`config.mk`:
```
export PLATFORM = sky130hd
export DESIGN_NAME = uvs_div_cell
export DESIGN_NICKNAME = d
export VERILOG_FILES = /design/src/uv_sphere_vertex_generator_defines.svh /design/src/uvs_div_cell.sv
export SDC_FILE = /design/constraint.sdc
export NUM_CORES = 1
export LEC_CHECK = 0
export BUFFER_PORTS_ARGS = -buffer_cell sky130_fd_sc_hd__buf_2
export CAP_MARGIN = 20
export CORE_MARGIN = 1.5
export CORE_UTILIZATION = 30
export CTS_CLUSTER_DIAMETER = 100
export CTS_CLUSTER_SIZE = 25
export DETAILED_ROUTE_END_ITERATION = 6
export PLACE_DENSITY = 0.68
export SYNTH_ARGS = -nofsm -noshare
export SYNTH_HDL_FRONTEND = slang
export SYNTH_SLANG_ARGS = --single-unit
```
`constraint.sdc`:
```
create_clock -name clock -period 3.3 [get_ports clock]
set_input_delay 0.66 -clock clock [delete_from_list [all_inputs] [get_ports clock]]
set_output_delay 0.66 -clock clock [all_outputs]
set_load 0.01 [all_outputs]
```
`src/uv_sphere_vertex_generator_defines.svh`:
```
// Assertion macros for the UV sphere vertex generator
`ifndef UV_SPHERE_VERTEX_GENERATOR_DEFINES_SVH
`define UV_SPHERE_VERTEX_GENERATOR_DEFINES_SVH
// implication checked on every edge outside reset
`define UVS_ASSERT_IMPL(label, clk, rst, ante, cons, msg) \
   label: assert property (@(posedge clk) disable iff (rst) (ante) |-> (cons)) else $error(msg);
// next-cycle implication checked outside reset
`define UVS_ASSERT_NEXT(label, clk, rst, ante, cons, msg) \
   label: assert property (@(posedge clk) disable iff (rst) (ante) |=> (cons)) else $error(msg);
`endif

```
`src/uvs_div_cell.sv`:
```
// One restoring-division cell: resolves one quotient bit for u and v
module uvs_div_cell
   (
      input  logic        clock,
      input  logic [8:0]  cnt_i,
      input  logic [26:0] rem_u_i,
      input  logic [26:0] rem_v_i,
      output logic [26:0] rem_u_o,
      output logic [26:0] rem_v_o
   );
   // remainder field [26:17] (10 bits), dividend/quotient bits [16:0]
   logic [26:0] rem_u_in, rem_v_in;

   function automatic logic [26:0] step(input logic [26:0] r, input logic [8:0] d);
      logic [10:0] trial;
      logic [26:0] sh;
      sh    = {r[25:0], 1'b0};
      trial = {1'b0, sh[26:17]} - {2'b00, d};
      if (!trial[10]) begin
         sh[26:17] = trial[9:0];
         sh[0]     = 1'b1;
      end
      return sh;
   endfunction

   always_comb begin
      rem_u_in = step(rem_u_i, cnt_i);
      rem_v_in = step(rem_v_i, cnt_i);
   end

   always_ff @(posedge clock) begin
      rem_u_o <= rem_u_in;
      rem_v_o <= rem_v_in;
   end
endmodule

```
==> summary.txt, run 1 <==
initial antenna violation count - 0
Num CTS Buffers - 5
sw power - 0.431 mW
count of state elements after synthesis - 54
DR WL/cell - 12.1 um
Post-synth ARST share - 0
multi-input logic area - 1000 um2
clock network fraction of design power - 0.262
Clock Tree Root - clkbuf_8
endpoints failing setup - 0
sequential power share - 0.496
WS Path Type - in2reg
proportion of layout cells with a drive suffix above 1 - 0.428
hpwl dp - 4090 um
Initial DRT Pass Iterations - 4
wirelength, routed - 5020 um
port bufs - 115
vias in the first global route - 1723
Post-DRT Antenna Nets - 0
Synth warnings - 0
Core Area - 6870 um2
final hold vios - 0
Crit. End Element - flip-flop
Setup Buffers After CTS - 0
DR DRC count - 0
CP Launch Type - input pin
count of flip-flops with a built-in enable after synthesis - 0
Post-synth top cells - dfxtp_1 (54), ha_1 (18), a21oi_1 (15), inv_1 (15)
Starting Density - 0.314
Final TNS setup - 0 ps
Cell variety after synth - 40
Via Count - 1827
Mapped Nets - 283
CTS resizes - 0
CTS Sinks - 54
Internal - 1.05 mW
Post-Syn Area - 2160 um2
Seq/Total Area, Yosys - 0.501
relative slew slack - 0.563
Clock Path Buffers - 2
Hold Path Origin - rem_u_i[14]
clk slew on worst S/H paths - 110 ps
share of the synthesized area in the top cell type - 0.501
RePlAce Congestion - 0.866
n_diodes - 0
Max-cap violations - 0
row cnt - 30
Seq. cell area - 1080 um2
CTS tree - done
fillers - 712
critical path required time - 3500 ps
Top FF cell, synth - dfxtp_1
Hold Crit Class - in2reg
leak pwr - 1.48 nW
H-Tree Depth - 2
power share of the combinational group - 0.241
worst path arrival time - 2750 ps
post-layout min period - 2550 ps
hold slack final - 445 ps
Worst Hold Path Cells - 1
RSZ-0062 raised after global routing - false
largest net degree at the start of global routing - 20
first-pass GRT wire length - 7960 um
Vias/cell - 4.39
Die ar. - 7710 um2
period utilization - 0.773
Peak VDD IR - 0.147 mV
Worst Hold End - rem_u_o[15]
Sw Share - 0.292
total gr overflow - 0
DRT iter0 DRCs - 44
largest cells by area after synthesis - dfxtp_1 (50%), ha_1 (10%), a21oi_1 (3.5%)
IO Pins - 118
Slew Limit Fails - 0
Worst Tran Pin Value - 654 ps
GRT Overall Usage - 0.134
Yosys top cell by area - dfxtp_1
Mapped Avg Cell Area - 10.8 um2
PD cells - 503 nW/um2
Die W - 87.8 um
Crit Path Max Fanout - 12
Mapped Cells - 199
die height - 87.8 um
status - finished, final reports clean
nets - 403
Max Clk Rate - 392 MHz
Layout area overhead - 36.3%
count leader, synth - dfxtp_1
Post-CTS Hold Fix Bufs - 0
==> cells in the final DEF, fill, tap and decap left out, types with 2 or more instances in the layout <==
cell	n
nand2b_1	3
a311oi_1	2
mux2_2	4
nand2_1	13
a21oi_1	15
and3_1	2
xnor2_1	8
nor2_1	10
fa_1	2
mux2_4	3
clkbuf_8	5
o31ai_1	2
nor2b_1	3
o211ai_1	2
a21o_1	6
xor2_1	2
clkinv_4	2
ha_1	18
buf_2	115
inv_1	15
o21ai_0	13
dfxtp_1	54
o211ai_2	2
==> flip-flops by register name (all words and copies together) (netlist names) <==
signal and count:
rem_u_o 27, rem_v_o 27
==> cell type report <==
type	count	area share
Tap cell	96	0.0409
Timing Repair Buffer	116	0.198
Inverter	15	0.0191
Sequential cell	54	0.368
Clock buffer	5	0.0234
Multi-Input combinational cell	127	0.341
Clock inverter	3	0.00979
==> critical path, stage by stage <==
cell and delay [ps]:
buf_2 100, inv_1 40, ha_1 140, inv_1 50
fa_1 400, a21o_1 220, a311oi_2 390, o211ai_2 350
mux2_4 390
==> kinds of logic after synthesis <==
kind of cell	share of synthesized area
fa+ha+maj	0.123
simple gates	0.0777
buf+inv	0.0342
compound gates	0.182
mux	0.0418
xor+xnor	0.0406
flops	0.501
==> metal layers <==
layer  track usage  up-vias  share of wire
met2         0.225       96           0.46
met4        0.0390        0         0.0076
met3        0.0424        5           0.11
met5             0        -              0
li1              -      937              -
met1         0.163      789           0.42
==> worst max path at each step <==
stage                      startpoint           to  depth (start not counted)
after global placement    rem_v_i[16]  rem_v_o[18]                          9
after CTS                 rem_v_i[16]  rem_v_o[18]                          9
after global routing      rem_v_i[16]  rem_v_o[18]                          9
after floorplan           rem_u_i[16]  rem_u_o[21]                          9
after detailed placement  rem_v_i[16]  rem_v_o[18]                          9
final                     rem_u_i[16]  rem_u_o[23]                          9
==> power by group through the flow <==
stage / Sequential (mW) / Combinational [mW] / Clock (mW)
6_report: 0.734 / 0.357 / 0.388
5_1_grt: 0.740 / 0.404 / 0.437
3_5_place_dp: 0.750 / 0.360 / 0
4_1_cts: 0.735 / 0.362 / 0.410
2_1_floorplan: 0.791 / 0.178 / 0
3_3_place_gp: 0.749 / 0.354 / 0
==> stage by stage <==
step                instance area [um2]  total power [mW]  setup WS (ps)  utilization  cells
detailed placement                 2840              1.11            394        0.414    408
finish                             2940              1.48            749        0.428    416
CTS                                2940              1.51            732        0.428    416
global route                       2940              1.58            567        0.428    416
floorplan                          2160             0.969            772            -    199
global placement                   2840              1.10            432        0.414    408
No activity file was read; power rests on OpenSTA's default activity.
==> run 2, diff against run 1 <==
ABC_AREA = 1   (was unset)
PLACE_DENSITY = 0.67   (was 0.68)
clock period = 2.06 ns   (was 3.3 ns; I/O delays follow)
==> run 2 against run 1 <==
Compared with the run above: non-clock buffer count is 1 lower; sequential share of layout area fell by 4.8 points; synthesized cell count up 61%; critical path depth is the same; synthesized area is 20% higher; combinational power grew 81%; sequential power up 61%; worst hold slack lost 250 ps; cell count rose by 31%; critical endpoint is now rem_u_o[18]; largest power group unchanged; highest routed layer unchanged.
==> summary.txt, run 2 <==
worst-path cell chain - buf_2 > inv_1 > ha_1 > inv_1 > fa_1 > nand3_4 > nand3_4 > nand2_1 > o21ai_0 (was buf_2 > inv_1 > ha_1 > inv_1 > fa_1 > a21o_1 > a311oi_2 > o211ai_2 > mux2_4)
DR WL/cell - 11.0 um (was 12.1 um)
hold slack final - 199 ps (was 445 ps)
Setup Buffers After CTS - 0 (unchanged)
Top FF cell, synth - dfxtp_1 (unchanged)
Max-cap violations - 0 (unchanged)
Buf/Inv on CP - 3 (unchanged)
mux contribution to synthesized area - 0 (was 0.0418)
Seq/Total Area, Yosys - 0.417 (was 0.501)
CTS tree - done (unchanged)
largest family of logic cells by synthesized area - simple AND/OR/NAND/NOR gates (was compound AO/OA/AOI/OAI gates)
final worst setup slack - 413 ps (was 749 ps)
Slew Limit Fails - 0 (unchanged)
n_diodes - 0 (unchanged)
Vias/cell - 4.34 (was 4.39)
Die W - 96.0 um (was 87.8 um)
Area after DPL - 3270 um2 (was 2840 um2)
clk slew on worst S/H paths - 100 ps (was 110 ps)
Post-CTS Hold Fix Bufs - 0 (unchanged)
period utilization - 0.800
count of flip-flops with a built-in enable after synthesis - 0 (unchanged)
Yosys top cell by area - dfxtp_1 (unchanged)
Num CTS Buffers - 5 (unchanged)
vias in the first global route - 2197 (was 1723)
Initial DRT Pass Iterations - 4 (unchanged)
WS Path Type - in2reg (unchanged)
initial antenna violation count - 0 (unchanged)
Post-synth ARST share - 0 (unchanged)
commonest non-fill, non-tap cell in the layout - buf_2 (unchanged)
Die ar. - 9220 um2 (was 7710 um2)
Mapped Cells - 320 (was 199)
port bufs - 115 (unchanged)
Mapped Avg Cell Area - 8.11 um2 (was 10.8 um2)
relative slew slack - 0.833 (was 0.563)
critical path startpoint - rem_u_i[16] (unchanged)
Clock Path Buffers - 2 (unchanged)
PD cells - 751 nW/um2 (was 503 nW/um2)
Mapped Nets - 404 (was 283)
post-layout min period - 1650 ps
RePlAce Congestion - 0.817 (was 0.866)
Synth Area in XOR/XNOR - 0.0203 (was 0.0406)
design area - 3380 um2 (was 2940 um2)
Via Count - 2371 (was 1827)
die height - 96.0 um (was 87.8 um)
CP Depth - 9 (unchanged)
Crit path max-delay family - adder cells (was compound AO/OA/AOI/OAI gates)
Post-DRT Antenna Nets - 0 (unchanged)
CP Launch Type - input pin (unchanged)
Synth Area in Simple Gates - 0.326 (was 0.0777)
crit-path max cell delay - 470 ps (was 400 ps)
Peak VDD IR - 0.288 mV (was 0.147 mV)
first-pass GRT wire length - 9520 um (was 7960 um)
status - finished, final reports clean (unchanged)
worst path arrival time - 1850 ps (was 2750 ps)
largest cells by area after synthesis - dfxtp_1 (42%), nand2_1 (14%), ha_1 (8.7%) (was dfxtp_1 (50%), ha_1 (10%), a21oi_1 (3.5%))
DR DRC count - 0 (unchanged)
IO Pins - 118 (unchanged)
Worst Tran Pin Value - 251 ps (was 654 ps)
largest net degree at the start of global routing - 17 (was 20)
count of state elements after synthesis - 54 (unchanged)
endpoints failing setup - 0 (unchanged)
count leader, synth - nand2_1 (was dfxtp_1)
share of the synthesized area in the top cell type - 0.417 (was 0.501)
top flop regs - rem_u_o x27, rem_v_o x27 (unchanged)
Hold Crit Class - in2reg (unchanged)
CTS Sinks - 54 (unchanged)
worst setup path end - rem_u_o[18] (was rem_u_o[23])
H-Tree Depth - 2 (unchanged)
Crit Path Max Fanout - 16 (was 12)
Layout area overhead - 30.1% (was 36.3%)
post-synthesis adder-cell area fraction - 0.102 (was 0.123)
Max Clk Rate - 607 MHz
RSZ-0062 raised after global routing - false (unchanged)
Cell variety after synth - 23 (was 40)
Worst path slowest cell - fa_1 (unchanged)
GRT Overall Usage - 0.135 (was 0.134)
total power - 2.53 mW (was 1.48 mW)
wirelength, routed - 6000 um (was 5020 um)
Place WS - 74.9 ps (was 394 ps)
CTS resizes - 0 (unchanged)
most frequent cells in the layout - buf_2 (115), nand2_1 (100), inv_1 (54), dfxtp_1 (54), ha_1 (18) (was buf_2 (115), dfxtp_1 (54), ha_1 (18))
Post-synth top cells - nand2_1 (100), dfxtp_1 (54), inv_1 (54) (was dfxtp_1 (54), ha_1 (18), a21oi_1 (15), inv_1 (15))
proportion of layout cells with a drive suffix above 1 - 0.338 (was 0.428)
Post-Syn Area - 2590 um2 (was 2160 um2)
total gr overflow - 0 (unchanged)
compound-cell area share of the yosys netlist - 0.0434 (was 0.182)
Starting Density - 0.313 (was 0.314)
Clock Tree Root - clkbuf_8 (unchanged)
DRT iter0 DRCs - 59 (was 44)
row cnt - 33 (was 30)
Crit. End Element - flip-flop (unchanged)
Final TNS setup - 0 ps (unchanged)
leak pwr - 1.89 nW (was 1.48 nW)
Core Area - 8300 um2 (was 6870 um2)
nets - 524 (was 403)
hpwl dp - 5000 um (was 4090 um)
critical path required time - 2260 ps (was 3500 ps)
Synth warnings - 0 (unchanged)
final hold vios - 0 (unchanged)
run 2: layer usage:
metal / wire length [um] / global-route usage / up-vias
met1: 2490 / 0.154 / 1043
met5: 0 / 0 / -
met4: 68 / 0.0404 / 0
li1: - / - / 1240
met3: 467 / 0.0308 / 6
met2: 2980 / 0.247 / 82
run 2: kinds of logic after synthesis:
kind of cell               Yosys count
and+or+nand+nor                    166
buffers and inverters               56
DFF                                 54
adders and majority gates           20
AOI/OAI and AO/OA                   18
xor gates and xnor gates             6
run 2: metrics by stage:
step	util	std cells
2_1_floorplan	-	320
3_3_place_gp	0.394	538
3_5_place_dp	0.394	538
4_1_cts	0.407	546
5_1_grt	0.407	546
6_report	0.407	546
run 2: area by class of cell:
class / instances / area (um2)
Clock buffer: 6 / 72.6
Tap cell: 105 / 131
Fill cell: 860 / 4920
Sequential cell: 54 / 1080
Clock inverter: 2 / 37.5
Multi-Input combinational cell: 210 / 1280
Timing Repair Buffer: 115 / 576
Inverter: 54 / 203
run 2: worst min-delay path by stage:
stage	startpoint	end	slack, ps	depth (start not counted)
after floorplan	rem_u_i[9]	rem_u_o[10]	440	0
after global placement	rem_u_i[14]	rem_u_o[15]	510	1
after detailed placement	rem_v_i[13]	rem_v_o[14]	520	1
after CTS	rem_u_i[14]	rem_u_o[15]	190	1
after global routing	rem_u_i[7]	rem_u_o[8]	180	1
final	rem_u_i[7]	rem_u_o[8]	200	1
run 2: power by group:
| part | leakage (nW) | switching [mW] | internal, mW |
|---|---|---|---|
| sequential | 0.455 | 0.0255 | 1.15 |
| combinational | 1.38 | 0.375 | 0.270 |
| clock | 0.0514 | 0.349 | 0.363 |
| total | 1.89 | 0.750 | 1.79 |
==> run 3, diff against run 2 <==
clock period = 1.4 ns   (was 2.06 ns; I/O delays follow)
==> run 3 against run 2 <==
Compared with the run above: count of clock-buffer cells in the layout stayed put; total power is 60% higher; die area stayed put; sequential power is 47% higher; critical endpoint is now rem_u_o[23]; highest routed layer unchanged.
==> summary.txt, run 3 (synthesis results as in run 2) <==
CP Depth - 11 (was 9)
critical path required time - 1610 ps (was 2260 ps)
Crit Path Max Fanout - 3 (was 16)
GRT Overall Usage - 0.139 (was 0.135)
Max-cap violations - 0 (unchanged)
CTS tree - done (unchanged)
commonest non-fill, non-tap cell in the layout - buf_2 (unchanged)
Clock Tree Root - clkbuf_8 (unchanged)
initial antenna violation count - 0 (unchanged)
n_diodes - 0 (unchanged)
RSZ-0062 raised after global routing - false (unchanged)
worst path arrival time - 1540 ps (was 1850 ps)
Crit. End Element - flip-flop (unchanged)
design area - 4020 um2 (was 3380 um2)
leak pwr - 2.13 nW (was 1.89 nW)
Final TNS setup - 0 ps (unchanged)
crit-path max cell delay - 380 ps (was 470 ps)
clk slew on worst S/H paths - 100 ps (about the same)
die height - 96.0 um (unchanged)
top flop regs - rem_u_o x27, rem_v_o x27 (unchanged)
DR WL/cell - 11.1 um (was 11.0 um)
Layout area overhead - 55.0% (was 30.1%)
final worst setup slack - 67.4 ps (was 413 ps)
Post-DRT Antenna Nets - 0 (unchanged)
Peak VDD IR - 0.546 mV (was 0.288 mV)
CP Launch Type - input pin (unchanged)
total gr overflow - 0 (unchanged)
DRT iter0 DRCs - 52 (was 59)
Worst Tran Pin Value - 268 ps (was 251 ps)
final hold vios - 0 (unchanged)
Via Count - 2571 (was 2371)
hold slack final - 59.1 ps (was 199 ps)
vias in the first global route - 2317 (was 2197)
Worst path slowest cell - fa_2 (was fa_1)
period utilization - 0.952
Post-CTS Hold Fix Bufs - 0 (unchanged)
worst setup path end - rem_u_o[23] (was rem_u_o[18])
nets - 570 (was 524)
H-Tree Depth - 2 (unchanged)
Core Area - 8300 um2 (unchanged)
Place WS - -315 ps (was 74.9 ps)
Die W - 96.0 um (unchanged)
relative slew slack - 0.821 (was 0.833)
Hold Crit Class - in2reg (unchanged)
CTS Sinks - 54 (unchanged)
Vias/cell - 4.34 (about the same)
critical path startpoint - rem_u_i[16] (unchanged)
largest net degree at the start of global routing - 18 (was 17)
Buf/Inv on CP - 3 (unchanged)
CP most frequent cell - nand3_2
Num CTS Buffers - 5 (unchanged)
status - finished, final reports clean (unchanged)
Area after DPL - 3850 um2 (was 3270 um2)
proportion of layout cells with a drive suffix above 1 - 0.491 (was 0.338)
Slew Limit Fails - 0 (unchanged)
wirelength, routed - 6600 um (was 6000 um)
first-pass GRT wire length - 9790 um (was 9520 um)
IO Pins - 118 (unchanged)
DR DRC count - 0 (unchanged)
Clock Path Buffers - 2 (unchanged)
Worst Hold Path Cells - 1 (unchanged)
Die ar. - 9220 um2 (unchanged)
row cnt - 33 (unchanged)
Starting Density - 0.313 (unchanged)
RePlAce Congestion - 0.842 (was 0.817)
total power - 4.06 mW (was 2.53 mW)
endpoints failing setup - 0 (unchanged)
Crit path max-delay family - adder cells (unchanged)
PD cells - 1010 nW/um2 (was 751 nW/um2)
port bufs - 115 (unchanged)
WS Path Type - in2reg (unchanged)
hpwl dp - 5420 um (was 5000 um)
post-layout min period - 1330 ps
Initial DRT Pass Iterations - 5 (was 4)
Max Clk Rate - 750 MHz
worst-path cell chain - buf_2 > inv_12 > ha_4 > inv_4 > fa_2 > nand3_2 > nand3_2 > nand2_2 > nand3b_1 > nand3_2 > nand2_1 (was buf_2 > inv_1 > ha_1 > inv_1 > fa_1 > nand3_4 > nand3_4 > nand2_1 > o21ai_0)
fillers - 795 (was 860)
most frequent cells in the layout - buf_2 (115), nand2_1 (86), dfxtp_1 (54) (was buf_2 (115), nand2_1 (100), inv_1 (54), dfxtp_1 (54), ha_1 (18))
-- run 3: cell types whose count changed in the layout (fill, tap and decap cells not counted), sizes merged --
cell	previous run	this run
buf	115	159
nand3	24	26
inv	54	51
clkinvlp	1	4
-- run 3: per-stage QoR --
step / cells / util
2_1_floorplan: 320 / -
3_3_place_gp: 581 / 0.464
3_5_place_dp: 581 / 0.464
4_1_cts: 589 / 0.479
5_1_grt: 592 / 0.485
6_report: 592 / 0.485
-- run 3: how the worst min path moves through the flow --
stage,start,to
final,rem_v_i[11],rem_v_o[12]
after global routing,rem_u_i[1],rem_u_o[2]
after CTS,rem_v_i[15],rem_v_o[16]
after detailed placement,rem_v_i[15],rem_v_o[16]
after global placement,rem_v_i[12],rem_v_o[13]
after floorplan,rem_u_i[9],rem_u_o[10]
-- run 3: cell type report --
class / count / area [um2] / area share
Inverter: 54 / 248 / 0.0616
Timing Repair Buffer: 159 / 906 / 0.225
Multi-Input combinational cell: 212 / 1530 / 0.381
Sequential cell: 54 / 1080 / 0.269
Clock inverter: 2 / 38.8 / 0.00965
Tap cell: 105 / 131 / 0.0327
Clock buffer: 6 / 82.6 / 0.0205
-- run 3: routing by layer --
metal / track usage / vias to the layer above / wire length [um]
met4: 0.0478 / 0 / 100
met2: 0.266 / 69 / 3520
met1: 0.151 / 1152 / 2690
li1: - / 1339 / -
met3: 0.0269 / 11 / 287
met5: 0 / - / 0
-- run 3: repair_timing --
| item | CTS | global route |
|---|---|---|
| buffers inserted | 0 | 1 |
| gates resized for setup | 0 | 4 |
| setup endpoints to repair | 0 | 12 |
-- run 3: where the power goes --
part / internal [mW] / leakage [nW] / total [mW] / switching [mW]
logic: 0.572 / 1.61 / 1.22 / 0.645
registers: 1.70 / 0.455 / 1.73 / 0.0342
clock network: 0.589 / 0.0618 / 1.11 / 0.520
total: 2.86 / 2.13 / 4.06 / 1.20
